[src/hdl/egpsd_pkg.sv]
// Shared types, constants and helper functions for the Elias gamma prefix-sum decoder.
// No dependencies; every other file of the block uses this package.
`timescale 1ns / 1ps
`default_nettype none

package egpsd_pkg;

	localparam int WORD_BITS   = 64;
	localparam int POS_BITS    = 6;    // bit index inside a word
	localparam int LEN_BITS    = 7;    // zero-run / payload length, saturating
	localparam int OFFSET_BITS = 6;
	localparam int CNT_IN_BITS = 32;   // width of the count field on the port
	localparam int QDEPTH      = 4;    // front-to-back queue depth
	localparam int QPTR_BITS   = 2;
	localparam int QFILL_BITS  = 3;

	localparam logic [LEN_BITS-1:0] ZRUN_MAX  = 7'd127;
	localparam logic [LEN_BITS-1:0] WORD_LEN  = 7'd64;

	// What the back end must do with a queued word
	typedef enum logic [1:0] {
		KIND_START,   // first word of a query with a nonzero count
		KIND_CONT,    // follow-on word of the running query
		KIND_ZERO     // first word with a zero count: answer at once
	} kind_t;

	typedef struct packed {
		kind_t                    kind;
		logic [WORD_BITS-1:0]     word;
		logic [OFFSET_BITS-1:0]   offset;
		logic [CNT_IN_BITS-1:0]   count;
	} qentry_t;

	typedef enum logic {
		ST_IDLE,
		ST_RUN
	} state_t;

	typedef enum logic {
		PH_ZEROS,
		PH_PAYLOAD
	} phase_t;

	// Count of trailing zeros; WORD_LEN when the word is all zero
	function automatic logic [LEN_BITS-1:0] ctz64(input logic [WORD_BITS-1:0] v);
		logic [LEN_BITS-1:0] r;
		r = WORD_LEN;
		for (int i = WORD_BITS - 1; i >= 0; i--) begin
			if (v[i]) begin
				r = LEN_BITS'(i);
			end
		end
		return r;
	endfunction

endpackage

`default_nettype wire

[src/hdl/egpsd_if.sv]
// Channel interfaces of the decoder: code-word requests in, prefix-sum results out.
// Depends on egpsd_pkg for field widths.
`timescale 1ns / 1ps
`default_nettype none

interface egpsd_in_if;
	logic                                  valid;
	logic                                  ready;
	logic [egpsd_pkg::WORD_BITS-1:0]       data_word;
	logic                                  first_word;
	logic [egpsd_pkg::OFFSET_BITS-1:0]     start_offset;
	logic [egpsd_pkg::CNT_IN_BITS-1:0]     code_count;

	modport source(output valid, data_word, first_word, start_offset, code_count, input ready);
	modport sink(input valid, data_word, first_word, start_offset, code_count, output ready);
endinterface

interface egpsd_out_if;
	logic                                  valid;
	logic                                  ready;
	logic [egpsd_pkg::WORD_BITS-1:0]       prefix_sum;
	logic [egpsd_pkg::POS_BITS-1:0]        stop_bit;

	modport source(output valid, prefix_sum, stop_bit, input ready);
	modport sink(input valid, prefix_sum, stop_bit, output ready);
endinterface

`default_nettype wire

[src/hdl/egpsd_front.sv]
// Front end: accepts code-word requests, classifies them and queues them for the back end.
// Depends on egpsd_pkg and egpsd_if.
`timescale 1ns / 1ps
`default_nettype none

module egpsd_front #(
	parameter int COUNT_BITS = 32
) (
	input  wire logic                clk,
	input  wire logic                arst_n,
	egpsd_in_if.sink                 words,
	output egpsd_pkg::qentry_t       q_head,
	output logic                     q_valid,
	input  wire logic                q_pop
);

	egpsd_pkg::qentry_t                     mem_q [egpsd_pkg::QDEPTH];
	logic [egpsd_pkg::QPTR_BITS-1:0]        wr_ptr_q;
	logic [egpsd_pkg::QPTR_BITS-1:0]        rd_ptr_q;
	logic [egpsd_pkg::QFILL_BITS-1:0]       fill_q;
	logic [COUNT_BITS-1:0]                  cnt_masked;
	egpsd_pkg::qentry_t                     entry;
	logic                                   push;
	logic                                   pop;

	// Classify the incoming request
	always_comb begin
		cnt_masked   = COUNT_BITS'(words.code_count);
		entry.word   = words.data_word;
		entry.offset = words.start_offset;
		entry.count  = words.code_count;
		if (!words.first_word) begin
			entry.kind = egpsd_pkg::KIND_CONT;
		end else if (cnt_masked == '0) begin
			entry.kind = egpsd_pkg::KIND_ZERO;
		end else begin
			entry.kind = egpsd_pkg::KIND_START;
		end
	end

	// Queue handshake
	assign words.ready = (fill_q != egpsd_pkg::QFILL_BITS'(egpsd_pkg::QDEPTH));
	assign q_valid     = (fill_q != '0);
	assign q_head      = mem_q[rd_ptr_q];
	assign push        = words.valid && words.ready;
	assign pop         = q_valid && q_pop;

	// Queue storage
	always_ff @(posedge clk) begin
		if (push) begin
			mem_q[wr_ptr_q] <= entry;
		end
	end

	// Queue pointers and fill level
	always_ff @(posedge clk or negedge arst_n) begin
		if (!arst_n) begin
			wr_ptr_q <= '0;
			rd_ptr_q <= '0;
			fill_q   <= '0;
		end else begin
			if (push) begin
				wr_ptr_q <= wr_ptr_q + 1'b1;
			end
			if (pop) begin
				rd_ptr_q <= rd_ptr_q + 1'b1;
			end
			case ({push, pop})
				2'b10:   fill_q <= fill_q + 1'b1;
				2'b01:   fill_q <= fill_q - 1'b1;
				default: fill_q <= fill_q;
			endcase
		end
	end

endmodule

`default_nettype wire

[src/hdl/egpsd_back.sv]
// Back end: walks the queued words one code segment per cycle while the output register is free,
// keeps the running sum and holds the result in that register. Depends on egpsd_pkg and egpsd_if.
`timescale 1ns / 1ps
`default_nettype none

module egpsd_back #(
	parameter int COUNT_BITS = 32
) (
	input  wire logic                clk,
	input  wire logic                arst_n,
	input  wire egpsd_pkg::qentry_t  q_head,
	input  wire logic                q_valid,
	output logic                     q_pop,
	egpsd_out_if.source              sums
);

	localparam int WB = egpsd_pkg::WORD_BITS;
	localparam int LB = egpsd_pkg::LEN_BITS;

	// Control registers
	egpsd_pkg::state_t           state_q, state_d;
	logic                        active_q, active_d;
	logic                        out_valid_q, out_valid_d;

	// Datapath registers
	logic [WB-1:0]               word_q, word_d;
	logic [LB-1:0]               pos_q, pos_d;
	logic [COUNT_BITS-1:0]       codes_left_q, codes_left_d;
	logic [WB-1:0]               sum_q, sum_d;
	egpsd_pkg::phase_t           phase_q, phase_d;
	logic [LB-1:0]               zero_run_q, zero_run_d;
	logic [LB-1:0]               pbl_q, pbl_d;
	logic [WB-1:0]               out_sum_q, out_sum_d;
	logic [egpsd_pkg::POS_BITS-1:0] out_stop_q, out_stop_d;

	// Step helpers
	logic                        out_free;
	logic [LB-1:0]               rem;
	logic [WB-1:0]               sh;
	logic [LB-1:0]               tz_one;
	logic [LB-1:0]               run_ones;
	logic [LB:0]                 zsum;
	logic [LB-1:0]               zsat;
	logic [LB-1:0]               take;
	logic [WB-1:0]               take_mask;
	logic [LB-1:0]               pay_idx;
	logic [WB-1:0]               contrib;
	logic [WB-1:0]               lead;
	logic [WB-1:0]               addend;
	logic                        finish;

	assign out_free = !out_valid_q || sums.ready;

	always_comb begin
		state_d      = state_q;
		active_d     = active_q;
		out_valid_d  = out_valid_q && !sums.ready;
		word_d       = word_q;
		pos_d        = pos_q;
		codes_left_d = codes_left_q;
		sum_d        = sum_q;
		phase_d      = phase_q;
		zero_run_d   = zero_run_q;
		pbl_d        = pbl_q;
		out_sum_d    = out_sum_q;
		out_stop_d   = out_stop_q;
		q_pop        = 1'b0;
		finish       = 1'b0;
		addend       = '0;

		// Segment decode relative to the current bit position
		rem       = egpsd_pkg::WORD_LEN - pos_q;
		sh        = word_q >> pos_q[egpsd_pkg::POS_BITS-1:0];
		tz_one    = egpsd_pkg::ctz64(sh);
		run_ones  = egpsd_pkg::ctz64(~sh);
		zsum      = {1'b0, zero_run_q} + {1'b0, ((sh == '0) ? rem : tz_one)};
		zsat      = zsum[LB] ? egpsd_pkg::ZRUN_MAX : zsum[LB-1:0];
		take      = (pbl_q < rem) ? pbl_q : rem;
		take_mask = (take >= egpsd_pkg::WORD_LEN) ? '1
			: ((WB'(1) << take[egpsd_pkg::POS_BITS-1:0]) - WB'(1));
		pay_idx   = zero_run_q - pbl_q;
		contrib   = (pay_idx < egpsd_pkg::WORD_LEN)
			? ((sh & take_mask) << pay_idx[egpsd_pkg::POS_BITS-1:0]) : '0;
		lead      = (zero_run_q < egpsd_pkg::WORD_LEN)
			? (WB'(1) << zero_run_q[egpsd_pkg::POS_BITS-1:0]) : '0;

		unique case (state_q)
			egpsd_pkg::ST_IDLE: begin
				// Take the next word from the queue
				if (q_valid && out_free) begin
					q_pop = 1'b1;
					word_d = q_head.word;
					unique case (q_head.kind)
						egpsd_pkg::KIND_ZERO: begin
							active_d    = 1'b0;
							out_valid_d = 1'b1;
							out_sum_d   = '0;
							out_stop_d  = q_head.offset;
						end
						egpsd_pkg::KIND_START: begin
							active_d     = 1'b1;
							pos_d        = LB'(q_head.offset);
							codes_left_d = COUNT_BITS'(q_head.count);
							sum_d        = '0;
							phase_d      = egpsd_pkg::PH_ZEROS;
							zero_run_d   = '0;
							pbl_d        = '0;
							state_d      = egpsd_pkg::ST_RUN;
						end
						egpsd_pkg::KIND_CONT: begin
							pos_d = '0;
							if (active_q) begin
								state_d = egpsd_pkg::ST_RUN;
							end
						end
						default: begin
							state_d = egpsd_pkg::ST_IDLE;
						end
					endcase
				end
			end

			egpsd_pkg::ST_RUN: begin
				if (out_free) begin
					if (phase_q == egpsd_pkg::PH_ZEROS && zero_run_q == '0 && sh[0]) begin
						// Run of one-bit codes, each worth 1
						if (codes_left_q <= COUNT_BITS'(run_ones)) begin
							addend = WB'(codes_left_q[LB-1:0]);
							pos_d  = pos_q + codes_left_q[LB-1:0];
							finish = 1'b1;
						end else begin
							addend       = WB'(run_ones);
							pos_d        = pos_q + run_ones;
							codes_left_d = codes_left_q - COUNT_BITS'(run_ones);
						end
					end else if (phase_q == egpsd_pkg::PH_ZEROS) begin
						// Leading zeros up to the marker bit, or to the end of the word
						zero_run_d = zsat;
						if (sh == '0) begin
							pos_d = egpsd_pkg::WORD_LEN;
						end else begin
							pos_d   = pos_q + tz_one + LB'(1);
							phase_d = egpsd_pkg::PH_PAYLOAD;
							pbl_d   = zsat;
						end
					end else begin
						// Payload bits go straight into the sum; they never overlap
						pos_d = pos_q + take;
						pbl_d = pbl_q - take;
						if (pbl_q == take) begin
							addend     = contrib | lead;
							phase_d    = egpsd_pkg::PH_ZEROS;
							zero_run_d = '0;
							if (codes_left_q == COUNT_BITS'(1)) begin
								finish = 1'b1;
							end else begin
								codes_left_d = codes_left_q - COUNT_BITS'(1);
							end
						end else begin
							addend = contrib;
						end
					end

					sum_d = sum_q + addend;
					if (finish) begin
						active_d    = 1'b0;
						out_valid_d = 1'b1;
						out_sum_d   = sum_d;
						out_stop_d  = pos_d[egpsd_pkg::POS_BITS-1:0];
						state_d     = egpsd_pkg::ST_IDLE;
					end else if (pos_d == egpsd_pkg::WORD_LEN) begin
						state_d = egpsd_pkg::ST_IDLE;
					end
				end
			end

			default: begin
				state_d = egpsd_pkg::ST_IDLE;
			end
		endcase
	end

	// Control state
	always_ff @(posedge clk or negedge arst_n) begin
		if (!arst_n) begin
			state_q     <= egpsd_pkg::ST_IDLE;
			active_q    <= 1'b0;
			out_valid_q <= 1'b0;
		end else begin
			state_q     <= state_d;
			active_q    <= active_d;
			out_valid_q <= out_valid_d;
		end
	end

	// Datapath
	always_ff @(posedge clk) begin
		word_q       <= word_d;
		pos_q        <= pos_d;
		codes_left_q <= codes_left_d;
		sum_q        <= sum_d;
		phase_q      <= phase_d;
		zero_run_q   <= zero_run_d;
		pbl_q        <= pbl_d;
		out_sum_q    <= out_sum_d;
		out_stop_q   <= out_stop_d;
	end

	assign sums.valid      = out_valid_q;
	assign sums.prefix_sum = out_sum_q;
	assign sums.stop_bit   = out_stop_q;

endmodule

`default_nettype wire

[src/hdl/elias_gamma_prefix_sum_decoder.sv]
// Top level of the Elias gamma prefix-sum decoder: front end with request queue, back end.
// Depends on egpsd_pkg, egpsd_if, egpsd_front and egpsd_back.
`timescale 1ns / 1ps
`default_nettype none

// Decodes Elias gamma codes from 64-bit words (LSB first) and returns the sum of the
// first code_count values, modulo 2^64, with the bit position just after the last code.
// Requests enter a four-deep queue, so up to four words are taken while the decoder is
// busy or a result waits. The decoder first takes a word from the queue, then handles one
// segment per cycle while the output register is free: a run of one-bit codes (any length), the
// leading zeros of a longer code, or its payload bits. A code longer than one bit thus
// takes a zeros step and a payload step, plus one more where it crosses into the next word.
// A zero count is answered straight from the queue, without any segment step.
// A result is held in an output register until taken; the decoder pauses while it is full.
module elias_gamma_prefix_sum_decoder #(
	parameter int COUNT_BITS = 32
) (
	input  wire logic       clk,
	input  wire logic       arst_n,
	egpsd_in_if.sink        words,
	egpsd_out_if.source     sums
);

	egpsd_pkg::qentry_t q_head;
	logic               q_valid;
	logic               q_pop;

	// Request classification and queue
	egpsd_front #(
		.COUNT_BITS (COUNT_BITS)
	) u_front (
		.clk     (clk),
		.arst_n  (arst_n),
		.words   (words),
		.q_head  (q_head),
		.q_valid (q_valid),
		.q_pop   (q_pop)
	);

	// Code walker and result register
	egpsd_back #(
		.COUNT_BITS (COUNT_BITS)
	) u_back (
		.clk     (clk),
		.arst_n  (arst_n),
		.q_head  (q_head),
		.q_valid (q_valid),
		.q_pop   (q_pop),
		.sums    (sums)
	);

endmodule

`default_nettype wire

[src/flat_wrapper.sv]
// flat-port wrapper written by rule: the top's interface ports become plain ports
module elias_gamma_prefix_sum_decoder_flat 
#(
	parameter int COUNT_BITS = 32
)
  (clk, arst_n, words_valid, words_data_word, words_first_word, words_start_offset, words_code_count, words_ready, sums_valid, sums_prefix_sum, sums_stop_bit, sums_ready);
  egpsd_in_if words_i ();
  egpsd_out_if sums_i ();
  input  wire logic clk;
  input  wire logic arst_n;
  input wire logic [$bits(words_i.valid)-1:0] words_valid;
  input wire logic [$bits(words_i.data_word)-1:0] words_data_word;
  input wire logic [$bits(words_i.first_word)-1:0] words_first_word;
  input wire logic [$bits(words_i.start_offset)-1:0] words_start_offset;
  input wire logic [$bits(words_i.code_count)-1:0] words_code_count;
  output wire logic [$bits(words_i.ready)-1:0] words_ready;
  output wire logic [$bits(sums_i.valid)-1:0] sums_valid;
  output wire logic [$bits(sums_i.prefix_sum)-1:0] sums_prefix_sum;
  output wire logic [$bits(sums_i.stop_bit)-1:0] sums_stop_bit;
  input wire logic [$bits(sums_i.ready)-1:0] sums_ready;
  assign words_i.valid = words_valid;
  assign words_i.data_word = words_data_word;
  assign words_i.first_word = words_first_word;
  assign words_i.start_offset = words_start_offset;
  assign words_i.code_count = words_code_count;
  assign words_ready = words_i.ready;
  assign sums_valid = sums_i.valid;
  assign sums_prefix_sum = sums_i.prefix_sum;
  assign sums_stop_bit = sums_i.stop_bit;
  assign sums_i.ready = sums_ready;
  elias_gamma_prefix_sum_decoder #(.COUNT_BITS(COUNT_BITS)) u_core (.clk(clk), .arst_n(arst_n), .words(words_i), .sums(sums_i));
endmodule
[config.mk]
export PLATFORM = sky130hd
export DESIGN_NAME = elias_gamma_prefix_sum_decoder_flat
export DESIGN_NICKNAME = d
export VERILOG_FILES = /design/src/hdl/egpsd_pkg.sv /design/src/hdl/egpsd_if.sv /design/src/hdl/egpsd_front.sv /design/src/hdl/egpsd_back.sv /design/src/hdl/elias_gamma_prefix_sum_decoder.sv /design/src/flat_wrapper.sv
export SDC_FILE = /design/constraint.sdc
export NUM_CORES = 2
export LEC_CHECK = 0
export ABC_AREA = 1
export ABC_CLOCK_PERIOD_IN_PS = 10800
export BUFFER_PORTS_ARGS = -buffer_cell sky130_fd_sc_hd__buf_2
export CAP_MARGIN = 20
export CORE_ASPECT_RATIO = 0.8
export CORE_MARGIN = 4
export CORE_UTILIZATION = 40
export CTS_CLUSTER_DIAMETER = 100
export DETAILED_ROUTE_END_ITERATION = 8
export GPL_TIMING_DRIVEN = 0
export MAX_ROUTING_LAYER = met4
export PLACE_DENSITY_LB_ADDON = 0.12
export SLEW_MARGIN = 20
export SYNTH_ARGS = -nofsm -noshare
export SYNTH_HDL_FRONTEND = slang
export SYNTH_HIERARCHICAL = 1
export SYNTH_SLANG_ARGS = --single-unit
export TNS_END_PERCENT = 30
[constraint.sdc]
create_clock -name clk -period 10.8 [get_ports clk]
set_input_delay 2.16 -clock clk [delete_from_list [all_inputs] [get_ports clk]]
set_output_delay 2.16 -clock clk [all_outputs]
set_load 0.02 [all_outputs]
* Yosys cells after proc, flatten, opt, wreduce, memory -nomap -nowiden
Memories as Yosys holds them, arrays and structs flattened.
Cells that the tools add are included.
** Operators by class
- Add/sub/neg operators :: 17
- Shifts and indexed selects :: 4
- Eq/ne operators :: 22
- Bitwise gates (word level) :: 5
- Order comparisons :: 5
- Mux-type cells :: 224
- Reductions and logical operators :: 24
** Operators with widths (number)
- 7-bit 2-to-1 mux :: 150
- 64-bit 2-to-1 mux :: 15
- 32-bit 2-to-1 mux :: 8
- 64-bit case mux with 2 select lines :: 2
- 1-bit by 6-bit << shifter with 64-bit output, first input constant :: 2
- 64-bit adder :: 1
- 64-bit bitwise AND :: 1
- 64-bit zero test :: 1
- 64-bit NOT :: 1
- 64-bit OR :: 1
- 32-bit case mux with 2 select lines :: 1
- 64-bit by 6-bit << shifter with 64-bit output :: 1
- 64-bit by 6-bit >> shifter with 64-bit output :: 1
- 64-bit by 1-bit subtractor with 64-bit output, second input constant :: 1
- 7-bit case mux with 2 select lines :: 4
- 32-bit by 1-bit equality test with 1-bit output, second input constant :: 1
- 32-bit by 7-bit <= comparator with 1-bit output :: 1
- 32-bit zero test :: 1
- 32-bit by 1-bit subtractor with 32-bit output, second input constant :: 1
- 32-bit by 7-bit subtractor with 32-bit output :: 1
- 1-bit 2-to-1 mux :: 30
- 7-bit adder :: 4
- 6-bit 2-to-1 mux :: 4
- 7-bit < comparator, second input constant :: 2
- other kinds (35) :: 66
** Word-level totals
- Word-level logic and storage cells :: 317
- Output and inout port bits :: 72
- Memories kept :: 1
- Bits in writable memories :: 416
- Input bits :: 107
- Register bits :: 262
** Memories
- u_core.u_front.mem_q :: depth 4, bits a word 104, read ports 1, clocked after memory_dff 0, write ports 1, RTL line egpsd_front.sv:17 : egpsd_pkg::qentry_t mem_q [egpsd_pkg::QDEPTH];

* Depth between registers and ports, before layout
- Word-level depth :: 77
- Mapped depth :: 131
- Mapped depth without buffers :: 130

* Cells and area by module
The synthesis kept the hierarchy.
** Modules (own cells, without submodules)
- egpsd_back :: seq. area each 7642.3 um2, times used 1, area an instance 26417.8 um2, cells an instance 4042
- egpsd_front :: seq. area each 12667.1 um2, times used 1, area an instance 16056.6 um2, cells an instance 1085

* Least setup slack after synthesis
Ideal clock, no wire load.
- Path kind :: register to register
- Start :: register u_core.u_back.pos_q[0]
- End :: register u_core.u_back.sum_q[62] (data pin)
- Arrival time :: 10468 ps
- Slack :: 76 ps
- Cell stages (with the launch flop) :: 130
- Data required time :: 10545 ps
- Library setup time :: 255 ps
- Period minus slack after synthesis :: 10724 ps
- Buffers on the path :: 1
- Cells stage by stage :: edfxtp_1 -> inv_2 -> buf_2 -> nand2_1 -> inv_1 -> nand2_1 -> o21ai_0 -> nand2_1 -> nand2_1 -> nand2_1 -> nand2_1 -> nand2_1 -> nand2_1 -> nand2_1 -> nand2_1 -> nand2_1 -> nand2_1 -> nand2_1 -> (+94 left out) -> nand2_1 -> nand2_1 -> nand2_1 -> nand2_1 -> nand2_1 -> nand2_1 -> nand2_1 -> nand2_1 -> nand3_1 -> nand2_1 -> a21boi_1 -> inv_2 -> nand4_1 -> o211ai_1 -> a221oi_1 -> nand2_1 -> nand2_1 -> nor2_1
** On the way
- Word-level cells in the longest chain between the ends :: 74
- Elaborated cells between the ends (all ways) :: 89
- Classes of those cells :: 3 x add/sub; 3 x order compare; 1 x eq/ne; 3 x shift; 75 x mux; 3 x bitwise; 1 x reduce/logical
** Ends and longest elaborated chain
- start, declared :: RTL line egpsd_back.sv:27 : logic [LB-1:0] pos_q, pos_d;
- start signal, assigned :: RTL line egpsd_back.sv:199 : pos_q <= pos_d;
- 64-bit by 6-bit >> shifter with 64-bit output :: RTL line egpsd_back.sv:73 : sh = word_q >> pos_q[egpsd_pkg::POS_BITS-1:0];
- 64-bit NOT :: RTL line egpsd_back.sv:75 : run_ones = egpsd_pkg::ctz64(~sh);
- 7-bit 2-to-1 mux (64 in a row) :: RTL line egpsd_pkg.sv:49 : if (v[i]) begin
- 32-bit by 7-bit <= comparator with 1-bit output :: RTL line egpsd_back.sv:127 : if (codes_left_q <= COUNT_BITS'(run_ones)) begin
- 7-bit 2-to-1 mux :: RTL line egpsd_back.sv:127
- 64-bit 2-to-1 mux * :: RTL line egpsd_back.sv:125 : if (phase_q == egpsd_pkg::PH_ZEROS && zero_run_q == '0 && sh[0]) begin
- 64-bit 2-to-1 mux * :: RTL line egpsd_back.sv:124 : if (out_free) begin
- 64-bit 2-to-1 mux * :: RTL line egpsd_back.sv:87 : unique case (state_q)
- 64-bit adder * :: RTL line egpsd_back.sv:164 : sum_d = sum_q + addend;
- 64-bit 2-to-1 mux * :: RTL line egpsd_back.sv:124
- 64-bit case mux with 2 select lines * :: RTL line egpsd_back.sv:87
- end signal, assigned :: RTL line egpsd_back.sv:201 : sum_q <= sum_d;
- end, declared :: RTL line egpsd_back.sv:29 : logic [WB-1:0] sum_q, sum_d;
Every way passes the cells marked *; elsewhere a longest branch is shown, timed or not. The select of a mux whose other input is x is not followed.
A chain may end at the register's enable or synchronous reset.

* Worst setup path after layout
- Start :: register u_core.u_back.pos_q[4]
- End :: register u_core.u_back.out_sum_q[59], in the netlist u_core/u_back/sums.prefix_sum[59] (data pin)
** On the way
- Word-level cells in the longest chain between the ends :: 75
- Elaborated cells between the ends (all ways) :: 90
- Classes of those cells :: 3 x add/sub; 3 x order compare; 1 x eq/ne; 3 x shift; 76 x mux; 3 x bitwise; 1 x reduce/logical
** Ends and longest elaborated chain
- 64-bit by 6-bit >> shifter with 64-bit output :: RTL line egpsd_back.sv:73
- 64-bit NOT :: RTL line egpsd_back.sv:75
- 7-bit 2-to-1 mux (64 in a row) :: RTL line egpsd_pkg.sv:49
- 32-bit by 7-bit <= comparator with 1-bit output :: RTL line egpsd_back.sv:127
- 7-bit 2-to-1 mux :: RTL line egpsd_back.sv:127
- 64-bit 2-to-1 mux * :: RTL line egpsd_back.sv:125
- 64-bit 2-to-1 mux * :: RTL line egpsd_back.sv:124
- 64-bit 2-to-1 mux * :: RTL line egpsd_back.sv:87
- 64-bit adder * :: RTL line egpsd_back.sv:164
- 64-bit 2-to-1 mux * :: RTL line egpsd_back.sv:165 : if (finish) begin
- 64-bit 2-to-1 mux * :: RTL line egpsd_back.sv:124
- 64-bit case mux with 2 select lines * :: RTL line egpsd_back.sv:87
- named net u_core.u_back.out_sum_d[59] :: RTL line egpsd_back.sv:33 : logic [WB-1:0] out_sum_q, out_sum_d;
- end signal, assigned :: RTL line egpsd_back.sv:205 : out_sum_q <= out_sum_d;
- end, declared :: RTL line egpsd_back.sv:33
Mark *: on every way through the listed nets, which the timed path passes. The rest lies on a longest branch. The select of a mux whose other input is x is not followed.

==> results.tsv <==
metric	value	unit
layout_min_cycle_time	11710	ps
gp_congestion	1.00	
cp-end-kind	register	
min_path_type	reg -> reg	
io_pins	179	
grt_overflow	0	
grt_pass1_wl	232000	um
pre_cts_ws	-3350	ps
violations	setup timing	
status	finished with violations	
dr.pass1.iters	6	
cp.required	11180	ps
reg2regPathDepth	83	
clkSinkCount	678	
final_cell_mix	nand2_1 (1128), edfxtp_1 (668), nor2_1 (596)	
skew	60.1	ps
max_freq	85.4	MHz
via_count	39300	
grt_pass1_vias	36700	
grtUsageTotal	28.2	%
hold_viol_final	0	
initial_utilization	40.5	%
drv_cap	0	
clkSlewWorstSetupHoldPaths	60	ps
synth_edf_count	668	
synth_cells	5127	
syn_area_per_cell	8.28	um2
synth_area	42500	um2
arrival	12090	ps
max-clock-path-buffers	3	
cts-root-buf	clkbuf_16	
crit_top_cell	nand2_2	
antenna_found_initial	10	
htreeDepth	3	
critPathLaunchType	register	
relSlewSlack	23.6	%
final_common_cell	nand2_1	
worst_slew_pin_slew	1130	ps
placementRows	106	
routed_wirelength	157000	um
tritoncts	done	
ys_ff_latch	678	
grt_max_degree	50	
rsz0062_at_grt	yes	
wl_per_cell	22.2	um
worst_slack	-910	ps
portBuffers	178	
die_h	299	um
fin_nets	5829	
drc	0	
crit_end	u_core/u_back/sums.prefix_sum[59]	
hold_ws	474	ps
avgViaCountPerCell	5.57	
fp.dieW	372	um
cp-startpoint	u_core/u_back/pos_q[4]	
critPathKind	reg -> reg	
period_share	108	%
drt_iter0_markers	4123	
drv_slew	0	
detail-route-antenna-nets	0	
coreArea	105000	um2
dp_hpwl	120000	um
ys_async_sr_fraction	1.47	%
worstReg2RegEnd	u_core/u_back/sums.prefix_sum[59]	
max_stage_delay	490	ps
synthFlopType	edfxtp_1	
drive_above_1_share	16.6	%
crit_fanout	10	
ff2ff_setup_slack	-910	ps
r2r-start	u_core/u_back/pos_q[4]	
synth_seq_area_share	47.8	%
synth.distinct_cells	72	
area.growth.synth_to_final	19.9	%
synthesis.nets	5366	
setup_violations	42	
tns	-23880	ps
die-area	111000	um2
ys_warn_count	6	
slowest_stage	edfxtp_1	
cts_buffers	74	
clock_latency	690	ps
through the flow:
stage                     instances  utilization (%)  area [um2]
final                          7061             48.6       50900
after global routing           7059             48.6       50900
after CTS                      7037             48.1       50500
after detailed placement       6737             43.6       45800
after global placement         6709             43.0       45100
after floorplan                5127                -       42500
cell usage after synthesis, drive strengths merged, types with 2 or more instances:
cell | count | area (um2)
nand4 | 27 | 190
o21bai | 13 | 97.6
dfrtp | 10 | 250
clkinv | 4 | 16.3
fa | 9 | 180
nor3 | 49 | 262
and2 | 5 | 31.3
a211oi | 6 | 45.0
clkbuf | 151 | 591
a221o | 2 | 20.0
a31oi | 59 | 369
inv | 419 | 1580
nor4 | 11 | 68.8
a21o | 3 | 22.5
o21a | 10 | 75.1
xnor2 | 22 | 193
o311ai | 2 | 17.5
nor2 | 630 | 2440
xor2 | 50 | 445
mux2i | 75 | 751
a21oi | 286 | 1440
a22o | 6 | 52.6
o211ai | 63 | 483
a32oi | 2 | 17.5
o221ai | 12 | 105
a221oi | 4 | 35.0
nand2 | 1212 | 4590
nand3 | 215 | 1090
a21boi | 6 | 45.0
ha | 123 | 1540
o21ai | 692 | 3520
o41ai | 2 | 17.5
buf | 120 | 797
a32o | 3 | 30.0
nand3b | 3 | 22.5
o32ai | 2 | 17.5
edfxtp | 668 | 20100
o22ai | 110 | 688
or2 | 18 | 113
o31ai | 18 | 135
worst max-delay path, delay by kind of cell, from the launching register on:
kind	cells	cell delay, ps
simple gates	43	3900
compound gates	23	3490
buf+inv	12	2250
flops	1	490
fa+ha+maj	3	820
xor+xnor	2	400
cells by family after synthesis:
kind of cell             after synthesis  share of synthesized area, %
AO/OA/AOI/OAI                       1303                          17.1
XOR/XNOR                              72                          1.50
adder cells (fa/ha/maj)              132                          4.05
buffers and inverters                694                          7.03
flip-flops                           678                          47.8
multiplexers                          75                          1.77
AND/OR/NAND/NOR                     2173                          20.8
worst min-delay path by stage:
| stage | start | to | cells after the start |
|---|---|---|---|
| CTS | u_core/u_front/fill_q[0] | u_core/u_front/fill_q[0] | 1 |
| finish | u_core/u_front/fill_q[0] | u_core/u_front/fill_q[0] | 1 |
| global route | u_core/u_front/fill_q[0] | u_core/u_front/fill_q[0] | 1 |
| global placement | u_core/u_front/fill_q[0] | u_core/u_front/fill_q[0] | 1 |
| detailed placement | u_core/u_front/fill_q[0] | u_core/u_front/fill_q[0] | 1 |
| floorplan | u_core/u_front/fill_q[0] | u_core/u_front/fill_q[0] | 1 |
sequential cells by signal, indices dropped and copies added (netlist names), 2 cells and up:
register / count
u_core/u_back/sum_q: 64
u_core/u_front/wr_ptr_q: 2
u_core/u_front/fill_q: 3
u_core/u_front/mem_q: 416
u_core/u_back/pbl_q: 7
u_core/u_back/codes_left_q: 32
u_core/u_back/word_q: 64
u_core/u_back/sums.prefix_sum: 64
u_core/u_front/rd_ptr_q: 2
u_core/u_back/sums.stop_bit: 6
u_core/u_back/zero_run_q: 7
u_core/u_back/pos_q: 7
final cells by class:
class / instances / area, um2
fillers: 10400 / 54000
repair buffers: 386 / 2960
repair inverters: 1 / 6.26
inverters: 423 / 1610
well taps: 1404 / 1760
clock inverters: 43 / 500
flip-flops and latches: 678 / 20300
multi-input cells: 3755 / 20400
plain buffers: 271 / 1490
diodes: 8 / 20.0
clock buffers: 92 / 1930
what timing repair did:
action	4_1_cts	5_1_grt
resized for setup	354	93
gates cloned	3	0
buffers inserted	163	34
endpoints found under the setup margin	90	68
hold buffers	0	0
pin swaps	91	100
routing by layer:
| metal | wire [um] | vias to the layer above | track usage, % |
|---|---|---|---|
| li1 | - | 18700 | - |
| met2 | 65100 | 1469 | 39.4 |
| met3 | 12700 | 175 | 4.76 |
| met1 | 76100 | 19000 | 43.0 |
| met4 | 2890 | 0 | 5.50 |
| met5 | 0 | - | - |
Power is not shown: default switching activity piles up to over one toggle a cycle in this logic, so the estimate is an artifact.
